===== config.mk =====
export PLATFORM = sky130hd
export DESIGN_NAME = i2c_register_access_master_unit_flat
export DESIGN_NICKNAME = d
export VERILOG_FILES = /design/src/rtl/i2cram_pkg.sv /design/src/rtl/i2cram_req_if.sv /design/src/rtl/i2cram_rsp_if.sv /design/src/rtl/i2cram_step.sv /design/src/rtl/i2c_register_access_master_unit.sv /design/src/flat_wrapper.sv
export SDC_FILE = /design/constraint.sdc
export NUM_CORES = 1
export LEC_CHECK = 0
export ABC_AREA = 1
export BUFFER_PORTS_ARGS = -buffer_cell sky130_fd_sc_hd__buf_2
export CAP_MARGIN = 0
export CORE_UTILIZATION = 50
export DETAILED_ROUTE_END_ITERATION = 8
export MAX_ROUTING_LAYER = met4
export PLACE_DENSITY = 0.72
export RECOVER_POWER = 25
export SLEW_MARGIN = 20
export SYNTH_ARGS = -nofsm -noshare
export SYNTH_HDL_FRONTEND = slang
export SYNTH_SLANG_ARGS = --single-unit

===== constraint.sdc =====
create_clock -name clock -period 2.57 [get_ports clock]
set_input_delay 0.257 -clock clock [delete_from_list [all_inputs] [get_ports clock]]
set_output_delay 0.257 -clock clock [all_outputs]
set_load 0.02 [all_outputs]

===== src/rtl/i2cram_pkg.sv =====
package i2cram_pkg;

   // largest byte count that a begin request may carry
   localparam int unsigned MAX_BYTES = 256;

   typedef enum logic [1:0] {
      MODE_TICK  = 2'd0,
      MODE_WRITE = 2'd1,
      MODE_READ  = 2'd2,
      MODE_BYTE  = 2'd3
   } mode_type;

   typedef enum logic [2:0] {
      STAT_IDLE     = 3'd0,
      STAT_BUSY     = 3'd1,
      STAT_DONE_OK  = 3'd2,
      STAT_DONE_NAK = 3'd3,
      STAT_REJECTED = 3'd4
   } status_type;

   typedef enum logic [1:0] {
      SDA_LOW  = 2'd0,
      SDA_HIGH = 2'd1,
      SDA_FREE = 2'd2
   } sda_type;

   // what the byte on the wire is for
   typedef enum logic [2:0] {
      ROLE_DEVW  = 3'd0,
      ROLE_REGHI = 3'd1,
      ROLE_REGLO = 3'd2,
      ROLE_DEVR  = 3'd3,
      ROLE_DATA  = 3'd4
   } role_type;

   typedef enum logic [14:0] {
      PH_IDLE      = 15'b000000000000001,
      PH_START_A   = 15'b000000000000010,
      PH_START_B   = 15'b000000000000100,
      PH_WBIT_LOW  = 15'b000000000001000,
      PH_WBIT_HIGH = 15'b000000000010000,
      PH_WACK_LOW  = 15'b000000000100000,
      PH_WACK_HIGH = 15'b000000001000000,
      PH_WACK_TAIL = 15'b000000010000000,
      PH_RBIT_LOW  = 15'b000000100000000,
      PH_RBIT_HIGH = 15'b000001000000000,
      PH_RACK_LOW  = 15'b000010000000000,
      PH_RACK_HIGH = 15'b000100000000000,
      PH_STOP_A    = 15'b001000000000000,
      PH_STOP_B    = 15'b010000000000000,
      PH_STOP_C    = 15'b100000000000000
   } phase_type;

   typedef struct packed {
      phase_type  phase;
      logic [3:0] bit_counter;
      logic [7:0] shifter;
      logic [8:0] bytes_left;
      logic [6:0] target_device;
      logic [15:0] target_register;
      logic       wide_address;
      logic       is_read;
      logic       nack_seen;
      logic       scl_state;
      sda_type    sda_state;
      logic       byte_pending;
      role_type   role;
   } state_type;

   localparam state_type STATE_RESET = '{
      phase:           PH_IDLE,
      bit_counter:     4'd0,
      shifter:         8'd0,
      bytes_left:      9'd0,
      target_device:   7'd0,
      target_register: 16'd0,
      wide_address:    1'b0,
      is_read:         1'b0,
      nack_seen:       1'b0,
      scl_state:       1'b1,
      sda_state:       SDA_HIGH,
      byte_pending:    1'b0,
      role:            ROLE_DEVW
   };

   typedef struct packed {
      logic [1:0]  mode;
      logic [6:0]  device_address;
      logic [15:0] register_address;
      logic        addr_16bit;
      logic [8:0]  byte_count;
      logic [7:0]  write_data;
      logic        sda_in;
   } req_type;

   typedef struct packed {
      logic       scl_level;
      logic [1:0] sda_mode;
      logic [7:0] read_data;
      logic       read_valid;
      logic       read_last;
      logic       want_write_byte;
      logic [2:0] status;
   } rsp_type;

   // load a byte into the shifter and put its first bit on sda
   function automatic state_type send_byte(state_type s, logic [7:0] value, role_type which);
      state_type n;
      n             = s;
      n.shifter     = value;
      n.role        = which;
      n.bit_counter = 4'd1;
      n.sda_state   = value[7] ? SDA_HIGH : SDA_LOW;
      n.phase       = PH_WBIT_LOW;
      return n;
   endfunction

   function automatic state_type go_stop(state_type s);
      state_type n;
      n           = s;
      n.sda_state = SDA_LOW;
      n.phase     = PH_STOP_A;
      return n;
   endfunction

   function automatic state_type go_read_byte(state_type s);
      state_type n;
      n             = s;
      n.sda_state   = SDA_FREE;
      n.shifter     = 8'd0;
      n.bit_counter = 4'd0;
      n.phase       = PH_RBIT_LOW;
      return n;
   endfunction

   // next write data byte, stop, or hold in the tail until one is buffered
   function automatic state_type next_data(state_type s, logic [7:0] pend);
      state_type n;
      n = s;
      if (s.bytes_left == 9'd0) begin
         n = go_stop(s);
      end else if (s.byte_pending) begin
         n.byte_pending = 1'b0;
         n.bytes_left   = s.bytes_left - 9'd1;
         n              = send_byte(n, pend, ROLE_DATA);
      end
      return n;
   endfunction

   function automatic state_type after_ack(state_type s, logic [7:0] pend);
      state_type n;
      n = s;
      if (s.nack_seen) begin
         n = go_stop(s);
      end else begin
         case (s.role)
            ROLE_DEVW: begin
               if (s.wide_address) begin
                  n = send_byte(s, s.target_register[15:8], ROLE_REGHI);
               end else begin
                  n = send_byte(s, s.target_register[7:0], ROLE_REGLO);
               end
            end
            ROLE_REGHI: n = send_byte(s, s.target_register[7:0], ROLE_REGLO);
            ROLE_REGLO: begin
               if (s.is_read) begin
                  n.sda_state = SDA_HIGH;
                  n.scl_state = 1'b1;
                  n.role      = ROLE_DEVR;
                  n.phase     = PH_START_A;
               end else begin
                  n = next_data(s, pend);
               end
            end
            ROLE_DEVR: n = go_read_byte(s);
            default:   n = next_data(s, pend);
         endcase
      end
      return n;
   endfunction

   function automatic logic wants_byte(state_type s);
      return s.phase != PH_IDLE && s.phase != PH_STOP_A && s.phase != PH_STOP_B &&
             s.phase != PH_STOP_C && !s.is_read && !s.nack_seen &&
             s.bytes_left != 9'd0 && !s.byte_pending;
   endfunction

endpackage


===== src/rtl/i2cram_req_if.sv =====
interface i2cram_req_if;
   logic        valid;
   logic        ready;
   logic [1:0]  mode;
   logic [6:0]  device_address;
   logic [15:0] register_address;
   logic        addr_16bit;
   logic [8:0]  byte_count;
   logic [7:0]  write_data;
   logic        sda_in;

   modport source (
      output valid, mode, device_address, register_address, addr_16bit,
             byte_count, write_data, sda_in,
      input  ready
   );
   modport sink (
      input  valid, mode, device_address, register_address, addr_16bit,
             byte_count, write_data, sda_in,
      output ready
   );
endinterface


===== src/rtl/i2cram_rsp_if.sv =====
interface i2cram_rsp_if;
   logic       valid;
   logic       ready;
   logic       scl_level;
   logic [1:0] sda_mode;
   logic [7:0] read_data;
   logic       read_valid;
   logic       read_last;
   logic       want_write_byte;
   logic [2:0] status;

   modport source (
      output valid, scl_level, sda_mode, read_data, read_valid, read_last,
             want_write_byte, status,
      input  ready
   );
   modport sink (
      input  valid, scl_level, sda_mode, read_data, read_valid, read_last,
             want_write_byte, status,
      output ready
   );
endinterface


===== src/rtl/i2cram_step.sv =====
module i2cram_step (
   input  i2cram_pkg::state_type st,
   input  logic [7:0]            pending_byte,
   input  i2cram_pkg::req_type   req,
   output i2cram_pkg::state_type st_in,
   output logic                  pend_we,
   output i2cram_pkg::rsp_type   rsp
);
   import i2cram_pkg::*;

   state_type  n;
   status_type stat;
   logic       finished;
   logic       rvalid;
   logic       rlast;
   logic [7:0] rdata;
   logic [7:0] shifted;
   logic [3:0] bits_next;
   logic       rejected;

   assign shifted   = {st.shifter[6:0], 1'b0};
   assign bits_next = st.bit_counter + 4'd1;
   assign rejected  = req.byte_count == 9'd0 || req.byte_count > 9'(MAX_BYTES);

   // one bus step per tick beat; a begin beat starts a transaction, a byte beat buffers write data
   always_comb begin
      n        = st;
      pend_we  = 1'b0;
      finished = 1'b0;
      rvalid   = 1'b0;
      rlast    = 1'b0;
      rdata    = 8'd0;
      stat     = STAT_IDLE;
      case (mode_type'(req.mode))
         MODE_WRITE, MODE_READ: begin
            if (st.phase == PH_IDLE) begin
               if (rejected) begin
                  stat = STAT_REJECTED;
               end else begin
                  n.target_device   = req.device_address;
                  n.target_register = req.register_address;
                  n.wide_address    = req.addr_16bit;
                  n.is_read         = req.mode == MODE_READ;
                  n.bytes_left      = req.byte_count;
                  n.nack_seen       = 1'b0;
                  n.byte_pending    = 1'b0;
                  n.role            = ROLE_DEVW;
                  n.sda_state       = SDA_HIGH;
                  n.scl_state       = 1'b1;
                  n.phase           = PH_START_A;
               end
            end
         end
         MODE_BYTE: begin
            if (wants_byte(st)) begin
               pend_we        = 1'b1;
               n.byte_pending = 1'b1;
            end
         end
         default: begin
            case (st.phase)
               PH_START_A: begin
                  n.sda_state = SDA_LOW;
                  n.phase     = PH_START_B;
               end
               PH_START_B: begin
                  n.scl_state = 1'b0;
                  if (st.role == ROLE_DEVR) begin
                     n = send_byte(n, {st.target_device, 1'b1}, ROLE_DEVR);
                  end else begin
                     n = send_byte(n, {st.target_device, 1'b0}, ROLE_DEVW);
                  end
               end
               PH_WBIT_LOW: begin
                  n.scl_state = 1'b1;
                  n.phase     = PH_WBIT_HIGH;
               end
               PH_WBIT_HIGH: begin
                  n.scl_state = 1'b0;
                  if (st.bit_counter < 4'd8) begin
                     n.shifter     = shifted;
                     n.sda_state   = shifted[7] ? SDA_HIGH : SDA_LOW;
                     n.bit_counter = bits_next;
                     n.phase       = PH_WBIT_LOW;
                  end else begin
                     n.sda_state = SDA_FREE;
                     n.phase     = PH_WACK_LOW;
                  end
               end
               PH_WACK_LOW: begin
                  n.scl_state = 1'b1;
                  n.phase     = PH_WACK_HIGH;
               end
               PH_WACK_HIGH: begin
                  if (req.sda_in) begin
                     n.nack_seen = 1'b1;
                  end
                  n.scl_state = 1'b0;
                  n.sda_state = SDA_HIGH;
                  n.phase     = PH_WACK_TAIL;
               end
               PH_WACK_TAIL: n = after_ack(st, pending_byte);
               PH_RBIT_LOW: begin
                  n.scl_state = 1'b1;
                  n.phase     = PH_RBIT_HIGH;
               end
               PH_RBIT_HIGH: begin
                  n.shifter     = {st.shifter[6:0], req.sda_in};
                  n.scl_state   = 1'b0;
                  n.bit_counter = bits_next;
                  if (bits_next < 4'd8) begin
                     n.phase = PH_RBIT_LOW;
                  end else begin
                     n.sda_state = (st.bytes_left <= 9'd1) ? SDA_HIGH : SDA_LOW;
                     n.phase     = PH_RACK_LOW;
                  end
               end
               PH_RACK_LOW: begin
                  n.scl_state = 1'b1;
                  n.phase     = PH_RACK_HIGH;
               end
               PH_RACK_HIGH: begin
                  n.scl_state = 1'b0;
                  n.sda_state = SDA_HIGH;
                  rvalid      = 1'b1;
                  rdata       = st.shifter;
                  rlast       = st.bytes_left <= 9'd1;
                  if (st.bytes_left > 9'd1) begin
                     n.bytes_left = st.bytes_left - 9'd1;
                     n            = go_read_byte(n);
                  end else begin
                     n.bytes_left = 9'd0;
                     n            = go_stop(n);
                  end
               end
               PH_STOP_A: begin
                  n.scl_state = 1'b1;
                  n.phase     = PH_STOP_B;
               end
               PH_STOP_B: begin
                  n.sda_state = SDA_HIGH;
                  n.phase     = PH_STOP_C;
               end
               PH_STOP_C: begin
                  n.phase  = PH_IDLE;
                  finished = 1'b1;
               end
               default: n.phase = PH_IDLE;
            endcase
         end
      endcase

      // status after the step
      if (finished) begin
         stat = n.nack_seen ? STAT_DONE_NAK : STAT_DONE_OK;
      end else if (n.phase != PH_IDLE) begin
         stat = STAT_BUSY;
      end
   end

   assign st_in = n;

   assign rsp.scl_level       = n.scl_state;
   assign rsp.sda_mode        = n.sda_state;
   assign rsp.read_data       = rdata;
   assign rsp.read_valid      = rvalid;
   assign rsp.read_last       = rlast;
   assign rsp.want_write_byte = wants_byte(n);
   assign rsp.status          = stat;

endmodule


===== src/rtl/i2c_register_access_master_unit.sv =====
// I2C / SCCB register access master, stepped one bus half-period per request beat.
// req_chan: mode 0 is a half-period tick (sda_in is the line level sampled in it),
//   mode 1 / 2 begin a write / read with device address, register address,
//   address width and byte count, mode 3 hands over the next write data byte.
// rsp_chan: exactly one beat per request beat, in order, carrying the scl level,
//   sda drive mode, any received byte, the write-byte request flag and status.
// A request beat is taken into a single request register feeding the step logic,
//   which updates the bus state and writes the response register together;
//   one request beat per cycle is sustained while responses are taken.
// A stalled response holds in its register; the request register still takes
//   one more beat, then ready drops until the response is taken.
// Reset: bus idle, scl high and sda driven high, no beats held.
// Write data is asked for through want_write_byte; when it has not come by the
//   time it is needed the bus holds with scl low until a mode 3 beat supplies it.
module i2c_register_access_master_unit (
   input logic          clock,
   input logic          reset,
   i2cram_req_if.sink   req_chan,
   i2cram_rsp_if.source rsp_chan
);
   import i2cram_pkg::*;

   logic      req_v_ff;
   req_type   req_ff;
   logic      rsp_v_ff;
   logic      rsp_v_in;
   rsp_type   rsp_ff;
   rsp_type   rsp_in;
   state_type st_ff;
   state_type st_in;
   logic [7:0] pend_ff;
   logic       pend_we;
   logic       advance;

   // step fires when a request is held and the response slot is free
   assign advance          = req_v_ff && (!rsp_v_ff || rsp_chan.ready);
   assign req_chan.ready   = !req_v_ff || advance;
   assign rsp_v_in         = advance || (rsp_v_ff && !rsp_chan.ready);

   // request register
   always_ff @(posedge clock) begin
      if (reset) begin
         req_v_ff <= 1'b0;
      end else if (req_chan.ready) begin
         req_v_ff <= req_chan.valid;
      end
   end

   always_ff @(posedge clock) begin
      if (req_chan.ready && req_chan.valid) begin
         req_ff.mode             <= req_chan.mode;
         req_ff.device_address   <= req_chan.device_address;
         req_ff.register_address <= req_chan.register_address;
         req_ff.addr_16bit       <= req_chan.addr_16bit;
         req_ff.byte_count       <= req_chan.byte_count;
         req_ff.write_data       <= req_chan.write_data;
         req_ff.sda_in           <= req_chan.sda_in;
      end
   end

   i2cram_step u_step (
      .st           (st_ff),
      .pending_byte (pend_ff),
      .req          (req_ff),
      .st_in        (st_in),
      .pend_we      (pend_we),
      .rsp          (rsp_in)
   );

   // bus state
   always_ff @(posedge clock) begin
      if (reset) begin
         st_ff <= STATE_RESET;
      end else if (advance) begin
         st_ff <= st_in;
      end
   end

   // buffered write byte
   always_ff @(posedge clock) begin
      if (advance && pend_we) begin
         pend_ff <= req_ff.write_data;
      end
   end

   // response register
   always_ff @(posedge clock) begin
      if (reset) begin
         rsp_v_ff <= 1'b0;
      end else begin
         rsp_v_ff <= rsp_v_in;
      end
   end

   always_ff @(posedge clock) begin
      if (advance) begin
         rsp_ff <= rsp_in;
      end
   end

   assign rsp_chan.valid           = rsp_v_ff;
   assign rsp_chan.scl_level       = rsp_ff.scl_level;
   assign rsp_chan.sda_mode        = rsp_ff.sda_mode;
   assign rsp_chan.read_data       = rsp_ff.read_data;
   assign rsp_chan.read_valid      = rsp_ff.read_valid;
   assign rsp_chan.read_last       = rsp_ff.read_last;
   assign rsp_chan.want_write_byte = rsp_ff.want_write_byte;
   assign rsp_chan.status          = rsp_ff.status;

   // a received byte only ever arrives mid-transaction
   a_read_busy: assert property (@(posedge clock) disable iff (reset)
      rsp_v_ff && rsp_ff.read_valid |-> rsp_ff.status == STAT_BUSY)
      else $error("received byte outside a busy transaction");

   // last flag never comes without a byte
   a_last_valid: assert property (@(posedge clock) disable iff (reset)
      rsp_v_ff && rsp_ff.read_last |-> rsp_ff.read_valid)
      else $error("read_last without read_valid");

   // the bus state must not move while a response is stalled
   a_stall_hold: assert property (@(posedge clock) disable iff (reset)
      rsp_v_ff && !rsp_chan.ready |=> $stable(st_ff))
      else $error("bus state advanced under a stalled response");

   // write bytes are only asked for during a busy write
   a_want_busy: assert property (@(posedge clock) disable iff (reset)
      rsp_v_ff && rsp_ff.want_write_byte |-> rsp_ff.status == STAT_BUSY)
      else $error("write byte requested while not busy");

endmodule

===== src/flat_wrapper.sv =====
// flat-port wrapper written by rule: the top's interface ports become plain ports
module i2c_register_access_master_unit_flat import i2cram_pkg::*;
  (clock, reset, req_chan_valid, req_chan_mode, req_chan_device_address, req_chan_register_address, req_chan_addr_16bit, req_chan_byte_count, req_chan_write_data, req_chan_sda_in, req_chan_ready, rsp_chan_valid, rsp_chan_scl_level, rsp_chan_sda_mode, rsp_chan_read_data, rsp_chan_read_valid, rsp_chan_read_last, rsp_chan_want_write_byte, rsp_chan_status, rsp_chan_ready);
  i2cram_req_if req_chan_i ();
  i2cram_rsp_if rsp_chan_i ();
  input logic clock;
  input logic reset;
  input wire logic [$bits(req_chan_i.valid)-1:0] req_chan_valid;
  input wire logic [$bits(req_chan_i.mode)-1:0] req_chan_mode;
  input wire logic [$bits(req_chan_i.device_address)-1:0] req_chan_device_address;
  input wire logic [$bits(req_chan_i.register_address)-1:0] req_chan_register_address;
  input wire logic [$bits(req_chan_i.addr_16bit)-1:0] req_chan_addr_16bit;
  input wire logic [$bits(req_chan_i.byte_count)-1:0] req_chan_byte_count;
  input wire logic [$bits(req_chan_i.write_data)-1:0] req_chan_write_data;
  input wire logic [$bits(req_chan_i.sda_in)-1:0] req_chan_sda_in;
  output wire logic [$bits(req_chan_i.ready)-1:0] req_chan_ready;
  output wire logic [$bits(rsp_chan_i.valid)-1:0] rsp_chan_valid;
  output wire logic [$bits(rsp_chan_i.scl_level)-1:0] rsp_chan_scl_level;
  output wire logic [$bits(rsp_chan_i.sda_mode)-1:0] rsp_chan_sda_mode;
  output wire logic [$bits(rsp_chan_i.read_data)-1:0] rsp_chan_read_data;
  output wire logic [$bits(rsp_chan_i.read_valid)-1:0] rsp_chan_read_valid;
  output wire logic [$bits(rsp_chan_i.read_last)-1:0] rsp_chan_read_last;
  output wire logic [$bits(rsp_chan_i.want_write_byte)-1:0] rsp_chan_want_write_byte;
  output wire logic [$bits(rsp_chan_i.status)-1:0] rsp_chan_status;
  input wire logic [$bits(rsp_chan_i.ready)-1:0] rsp_chan_ready;
  assign req_chan_i.valid = req_chan_valid;
  assign req_chan_i.mode = req_chan_mode;
  assign req_chan_i.device_address = req_chan_device_address;
  assign req_chan_i.register_address = req_chan_register_address;
  assign req_chan_i.addr_16bit = req_chan_addr_16bit;
  assign req_chan_i.byte_count = req_chan_byte_count;
  assign req_chan_i.write_data = req_chan_write_data;
  assign req_chan_i.sda_in = req_chan_sda_in;
  assign req_chan_ready = req_chan_i.ready;
  assign rsp_chan_valid = rsp_chan_i.valid;
  assign rsp_chan_scl_level = rsp_chan_i.scl_level;
  assign rsp_chan_sda_mode = rsp_chan_i.sda_mode;
  assign rsp_chan_read_data = rsp_chan_i.read_data;
  assign rsp_chan_read_valid = rsp_chan_i.read_valid;
  assign rsp_chan_read_last = rsp_chan_i.read_last;
  assign rsp_chan_want_write_byte = rsp_chan_i.want_write_byte;
  assign rsp_chan_status = rsp_chan_i.status;
  assign rsp_chan_i.ready = rsp_chan_ready;
  i2c_register_access_master_unit u_core (.clock(clock), .reset(reset), .req_chan(req_chan_i), .rsp_chan(rsp_chan_i));
endmodule

==> results of run 1 <==
-- cell usage after synthesis, drive strengths merged --
master,number
clkbuf,23
o22ai,8
nand4,8
nand2,180
a221oi,7
nor4,2
buf,10
o21bai,1
o31ai,2
edfxtp,69
dfxtp,71
o2111ai,1
o211ai,21
nor2,125
nor3,11
a31oi,2
clkinv,2
ha,9
and2,2
o221ai,4
a211oi,4
inv,148
xor2,4
xnor2,1
a21oi,76
o21ai,97
nand3,81
o21a,1
a32oi,1
nand3b,1
-- cell families (layout without fill, tap and decap cells) --
kind of cell,count (synthesis),after routing,synth area share
adder cells (fa/ha/maj),9,9,0.0150
flip-flops,140,140,0.467
AND/OR/NAND/NOR,410,410,0.248
buffers and inverters,183,360,0.0941
AO/OA/AOI/OAI,225,225,0.170
XOR/XNOR,5,5,0.00585
-- how the worst max path moves through the flow --
stage | start | endpoint | slack (ns) | cells past startpoint
after floorplan | u_core.req_ff[42] | u_core.pend_ff[0] | 0.20 | 7
after global placement | u_core.st_ff[56] | u_core.rsp_chan.want_write_byte | -0.06 | 17
after detailed placement | u_core.st_ff[56] | u_core.rsp_chan.want_write_byte | -0.04 | 17
after CTS | u_core.st_ff[56] | u_core.rsp_chan.want_write_byte | 0.04 | 17
after global routing | u_core.st_ff[66] | u_core.rsp_chan.status[0] | -0.03 | 16
final | u_core.st_ff[65] | u_core.rsp_chan.status[0] | 0.11 | 16
-- registers in the layout, indices dropped and copies added (netlist names) --
register	flops
u_core.rsp_chan.scl_level	1
u_core.rsp_chan.read_data	8
u_core.rsp_chan.valid	1
u_core.rsp_chan.status	3
u_core.pend_ff	8
u_core.st_ff	69
u_core.req_v_ff	1
u_core.rsp_chan.sda_mode	2
u_core.rsp_chan.want_write_byte	1
u_core.rsp_chan.read_last	1
u_core.req_ff	44
u_core.rsp_chan.read_valid	1
-- through the flow --
stage | worst slack [ns] | utilization | hold WS [ns]
CTS | 0.0373 | 0.640 | 0.000346
global placement | -0.0588 | 0.577 | 0.406
finish | 0.107 | 0.651 | 0.00209
global route | -0.0349 | 0.651 | -0.00877
detailed placement | -0.0361 | 0.577 | 0.406
floorplan | 0.195 | - | 0.356
-- final cells by class --
type,instances,share of cell area
Timing Repair Buffer,178,0.132
Clock inverter,12,0.0145
Multi-Input combinational cell,649,0.355
Sequential cell,140,0.368
Tap cell,184,0.0242
Clock buffer,20,0.0460
Inverter,150,0.0597
-- layer usage --
metal,share of wire,vias up,wire [um]
li1,-,3574,-
met1,0.45,3343,10200
met5,0,-,0
met2,0.46,310,10500
met4,0.027,0,626
met3,0.069,46,1570
-- critical path: stages, from the launching register on --
cell     delay [ns]
dfxtp_1        0.34
nor2_2         0.15
nand2_2        0.13
nor2_8         0.19
buf_4          0.17
nand2_2        0.07
a21oi_4        0.14
nand2_4        0.13
nand2_4        0.11
inv_2          0.08
nand2_2        0.08
nand3_2        0.12
inv_2          0.08
nand2_1        0.06
nor2_1         0.09
nand2_1        0.08
o21a_1         0.19
-- power by group through the flow --
stage / Sequential (mW) / Combinational [mW] / Clock (mW)
CTS: 2.51 / 0.935 / 2.46
global placement: 2.55 / 0.892 / 0
floorplan: 2.57 / 0.544 / 0
global route: 2.52 / 1.11 / 2.55
detailed placement: 2.56 / 0.891 / 0
finish: 2.51 / 1.01 / 2.45
-- what timing repair did --
action | CTS | global route
endpoints found under the setup margin | 7 | 4
endpoints found under the hold margin | 33 | 1
gates resized for setup | 3 | 24
pin swaps | 0 | 8
cloned | 0 | 0
setup buffers | 0 | 10
hold buffers | 33 | 1
==> flow_metrics.env, run 1 <==
export IMPL_status="finished, final reports clean"
export IMPL_timing_rr_start="u_core.st_ff[65]"
export IMPL_drt_wl_total_mm=22.9
export IMPL_hold_path_cell_count=1
export IMPL_yosysTopAreaCellShare=0.277
export IMPL_cp_max_fo=9
export IMPL_track_usage=0.314
export IMPL_finalPower_mw=5.97
export IMPL_die_x_um=124
export IMPL_grtUsageMet1=0.423
export IMPL_clock_latency_ns=0.43
export IMPL_synth_largest_area_cell="edfxtp_1"
export IMPL_seq_area_um2=3500
export IMPL_coreArea_um2=14600
export IMPL_clkSinkCount=140
export IMPL_grt_pass1_wl_mm=36.7
export IMPL_combPwrFrac=0.169
export IMPL_area_growth_pct=26.8
export IMPL_diodes=0
export IMPL_std_cell_rows=44
export IMPL_hold_viol_final=0
export IMPL_numCtsBuffers=17
export IMPL_fin_worst_skew_ns=0.0153
export IMPL_powerDensity_nw_per_um2=629
export IMPL_switching_power_mw=1.70
export IMPL_ioPinCount=67
export IMPL_required_ns=2.74
export IMPL_synth_warnings=0
export IMPL_period_share=0.958
export IMPL_drt_vias_per_instance=5.46
export IMPL_die_area_um2=15500
export IMPL_arrival_ns=2.64
export IMPL_gp_congestion=0.962
export IMPL_rrSetupSlack_ns=0.11
export IMPL_relSlewSlack=0.460
export IMPL_grt_met2_usage=0.474
export IMPL_drv_cap=0
export IMPL_hold_path_class="in -> reg"
export IMPL_syn_nets=1029
export IMPL_final_common_cell="nand2_1"
export IMPL_holdPathEnd="u_core.req_ff[36]"
export IMPL_tns_ns=0
export IMPL_grt_pass1_vias=6916
export IMPL_clock_root_buffer="clkbuf_16"
export IMPL_drt_wirelength_per_cell_um=17.2
export IMPL_overflow=0
export IMPL_layout_common_cells="nand2_1 (163), inv_1 (140), nor2_1 (104)"
export IMPL_cts_htree_levels=4
export IMPL_synth_avg_cell_area_um2=7.70
export IMPL_clockPowerShare=0.410
export IMPL_min_from="req_chan_device_address[1]"
export IMPL_p_seq_frac=0.421
export IMPL_leakage_nw=4.22
export IMPL_yosys_top_cells_area="edfxtp_1 (28%), dfxtp_1 (19%), nand2_1 (8.3%)"
export IMPL_setup_violations=0
export IMPL_end_kind="register"
export IMPL_power_switching_share=0.284
export IMPL_drc=0
export IMPL_stdcell_count=1333
export IMPL_antenna_found_initial=0
export IMPL_design_area_um2=9490
export IMPL_drive_gt1_frac=0.203
export IMPL_multiInputGateArea_um2=3370
export IMPL_place_inst=1257
export IMPL_max_freq_ghz=0.406
export IMPL_tightest_slew_ns=0.809
export IMPL_first_pass_iters=5
export IMPL_top_usage_layer="met2"
export IMPL_worst_setup_path_start_kind="register"
export IMPL_syn_instance_count=972
export IMPL_via_count=7273
export IMPL_ir_drop_mv=0.623
export IMPL_r2r_end="u_core.rsp_chan.status[0]"
export IMPL_met3_usage=0.0503
export IMPL_start_util=0.513
export IMPL_path_class="reg -> reg"
export IMPL_synth_seq_cells=140
export IMPL_cts_clk_slew_worst_paths_ns=0.07
export IMPL_grt_start_max_net_pins=55
export IMPL_yosysUniqueCellTypes=46
export IMPL_p_int_mw=4.27
export IMPL_port_buffers=66
export IMPL_syn_cell_area_um2=7490
export IMPL_maxSlewViolCount=0
export IMPL_ant_nets=0
export IMPL_nNetsFinal=1193
export IMPL_cts_tree="built"
export IMPL_n_fill_cell=1253
export IMPL_fin_crit_ns=2.46
export IMPL_place_area_um2=8420
export IMPL_clk_path_buf_depth=2
export IMPL_seq_area_frac_synth=0.467
export IMPL_die_h_um=124
export IMPL_r2r_cells=16
export IMPL_drt_iter0_markers=668
export IMPL_hpwl_mm=16.2
No activity file was read; power rests on OpenSTA's default activity.
==> run 2: changes to the inputs <==
--- a/config.mk
+++ b/config.mk
@@ -8,6 +8,7 @@
 export ABC_AREA = 1
 export BUFFER_PORTS_ARGS = -buffer_cell sky130_fd_sc_hd__buf_2
 export CAP_MARGIN = 0
+export CORE_MARGIN = 2
 export CORE_UTILIZATION = 50
 export DETAILED_ROUTE_END_ITERATION = 8
 export MAX_ROUTING_LAYER = met4
@@ -17,3 +18,4 @@
 export SYNTH_ARGS = -nofsm -noshare
 export SYNTH_HDL_FRONTEND = slang
 export SYNTH_SLANG_ARGS = --single-unit
+export TNS_END_PERCENT = 10
==> flow_metrics.env, run 2 (same netlist as run 1, synthesis figures left out) <==
export IMPL_critical_path_max_stage_delay_ns=0.34
export IMPL_rsz0062_at_grt="true"
export IMPL_drt_wirelength_per_cell_um=17.4
export IMPL_r2r_end="u_core.rsp_chan.status[0]"
export IMPL_drv_cap=0
export IMPL_nNetsFinal=1195
export IMPL_relSlewSlack=0.558
export IMPL_die_x_um=126
export IMPL_reg_top3="u_core.st_ff (69), u_core.req_ff (44)"
export IMPL_fin_worst_skew_ns=0.0103
export IMPL_first_pass_iters=5
export IMPL_holdPathEnd="u_core.req_ff[0]"
export IMPL_clock_root_buffer="clkbuf_16"
export IMPL_drc=0
export IMPL_clk_path_buf_depth=2
export IMPL_leakage_nw=4.26
export IMPL_die_h_um=126
export IMPL_cp_max_fo=10
export IMPL_powerDensity_nw_per_um2=631
export IMPL_start_util=0.513
export IMPL_setup_violations=0
export IMPL_n_fill_cell=1227
export IMPL_final_common_cell="nand2_1"
export IMPL_period_share=0.975
export IMPL_maxSlewViolCount=0
export IMPL_numCtsBuffers=17
export IMPL_clock_latency_ns=0.44
export IMPL_clkSinkCount=140
export IMPL_antenna_found_initial=0
export IMPL_worst_path_max_delay_cell="dfxtp_1"
export IMPL_rrSetupSlack_ns=0.06
export IMPL_regMostFlops="u_core.st_ff"
export IMPL_port_buffers=66
export IMPL_status="finished, final reports clean"
export IMPL_critical_path_top_delay_family="simple AND/OR/NAND/NOR gates"
export IMPL_grt_pass1_vias=6901
export IMPL_min_from="req_chan_sda_in"
export IMPL_tightest_slew_ns=0.662
export IMPL_ir_drop_mv=0.569
export IMPL_drt_vias_per_instance=5.50
export IMPL_grt_pass1_wl_mm=36.2
export IMPL_max_freq_ghz=0.399
export IMPL_arrival_ns=2.69
export IMPL_r2r_cells=15
export IMPL_track_usage=0.302
export IMPL_cts_clk_slew_worst_paths_ns=0.07
export IMPL_path_buf_inv=3
export IMPL_drt_wl_total_mm=23.2
export IMPL_grt_start_max_net_pins=55
export IMPL_overflow=0
export IMPL_drt_iter0_markers=788
export IMPL_layout_common_cells="nand2_1 (162), inv_1 (139), nor2_1 (106)"
export IMPL_critPathMostFrequentCell="nand2_1"
export IMPL_finalPower_mw=6.05
export IMPL_via_count=7343
export IMPL_drive_gt1_frac=0.203
export IMPL_end_kind="register"
export IMPL_path_class="reg -> reg"
export IMPL_hold_viol_final=0
export IMPL_std_cell_rows=44
export IMPL_diodes=0
export IMPL_tns_ns=0
export IMPL_cts_htree_levels=4
export IMPL_ant_nets=0
export IMPL_worst_setup_path_start_kind="register"
export IMPL_hpwl_mm=16.3
export IMPL_coreArea_um2=14600
export IMPL_largest_reg_flops=69
export IMPL_hold_path_class="in -> reg"
export IMPL_fin_crit_ns=2.51
export IMPL_area_growth_pct=28.0
export IMPL_ioPinCount=67
export IMPL_hold_path_cell_count=1
export IMPL_worstPathCellList="buf_4 > inv_2 > nor2_1 > nand2_1 > nor2_2 > nand2_2 > a21oi_4 > nand2_4 > nand2_4 > inv_2 > nand2_1 > nand4_1 > nor2_1 > nand2_1 > o21a_1"
export IMPL_gp_congestion=1.04
export IMPL_timing_rr_start="u_core.st_ff[54]"
export IMPL_die_area_um2=16000
export IMPL_cts_tree="built"
export IMPL_required_ns=2.76
==> run 2: cell types whose count changed in the layout (fill, tap and decap cells not counted), sizes merged <==
cell	delta
dlygate4sd3	+6
inv	+2
clkinvlp	-2
buf	-3
clkinv	+3
clkbuf	-4
==> run 2: through the flow <==
stage          cell area, um^2  hold WS [ns]  cells   util  setup WS, ns
2_1_floorplan             7490         0.356    972      -         0.195
3_3_place_gp              8450         0.402   1256  0.579       -0.0151
3_5_place_dp              8450         0.405   1256  0.579       -0.0123
4_1_cts                   9430       0.00366   1325  0.646        0.0323
5_1_grt                   9580       0.00408   1335  0.657       -0.0129
6_report                  9580        0.0189   1335  0.657        0.0639
==> run 2: how the worst max path moves through the flow <==
| stage | start | to | slack, ns | cells after the start |
|---|---|---|---|---|
| floorplan | u_core.req_ff[42] | u_core.pend_ff[0] | 0.20 | 7 |
| global placement | u_core.st_ff[56] | u_core.rsp_chan.want_write_byte | -0.02 | 17 |
| detailed placement | u_core.st_ff[68] | u_core.st_ff[53] | -0.01 | 12 |
| CTS | u_core.req_ff[42] | u_core.rsp_chan.status[0] | 0.03 | 10 |
| global route | u_core.st_ff[54] | u_core.rsp_chan.status[0] | -0.01 | 15 |
| finish | u_core.st_ff[54] | u_core.rsp_chan.status[0] | 0.06 | 15 |
==> run 2: timing repair <==
action	CTS	global route
endpoints found under the setup margin	2	8
pin swaps	0	9
setup buffers	0	7
hold endpoints to repair	37	3
hold buffers	37	3
gates cloned	0	0
gates resized for setup	2	22
==> run 2: area by class of cell <==
type / count / area (um^2) / area share
multi-input combinational: 649 / 3370 / 0.351
inverter: 150 / 563 / 0.0587
clock buffer: 17 / 425 / 0.0444
timing repair buffer: 180 / 1320 / 0.138
sequential: 140 / 3490 / 0.365
clock inverter: 15 / 181 / 0.0189
tap: 184 / 230 / 0.0240
==> run 2: layer usage <==
layer  vias up  routed length (um)  share of wire  global-route usage
met5         -                   0              0                   -
met3        55                2010          0.087              0.0768
met2       363               10500           0.45               0.456
met1      3342               10100           0.44               0.397
met4         0                 659          0.028               0.106
li1       3583                   -              -                   -
==> run 2: power by group <==
part	switching, mW	internal [mW]
combinational	0.641	0.376
clock	1.06	1.46
sequential	0.0556	2.45
total	1.76	4.29
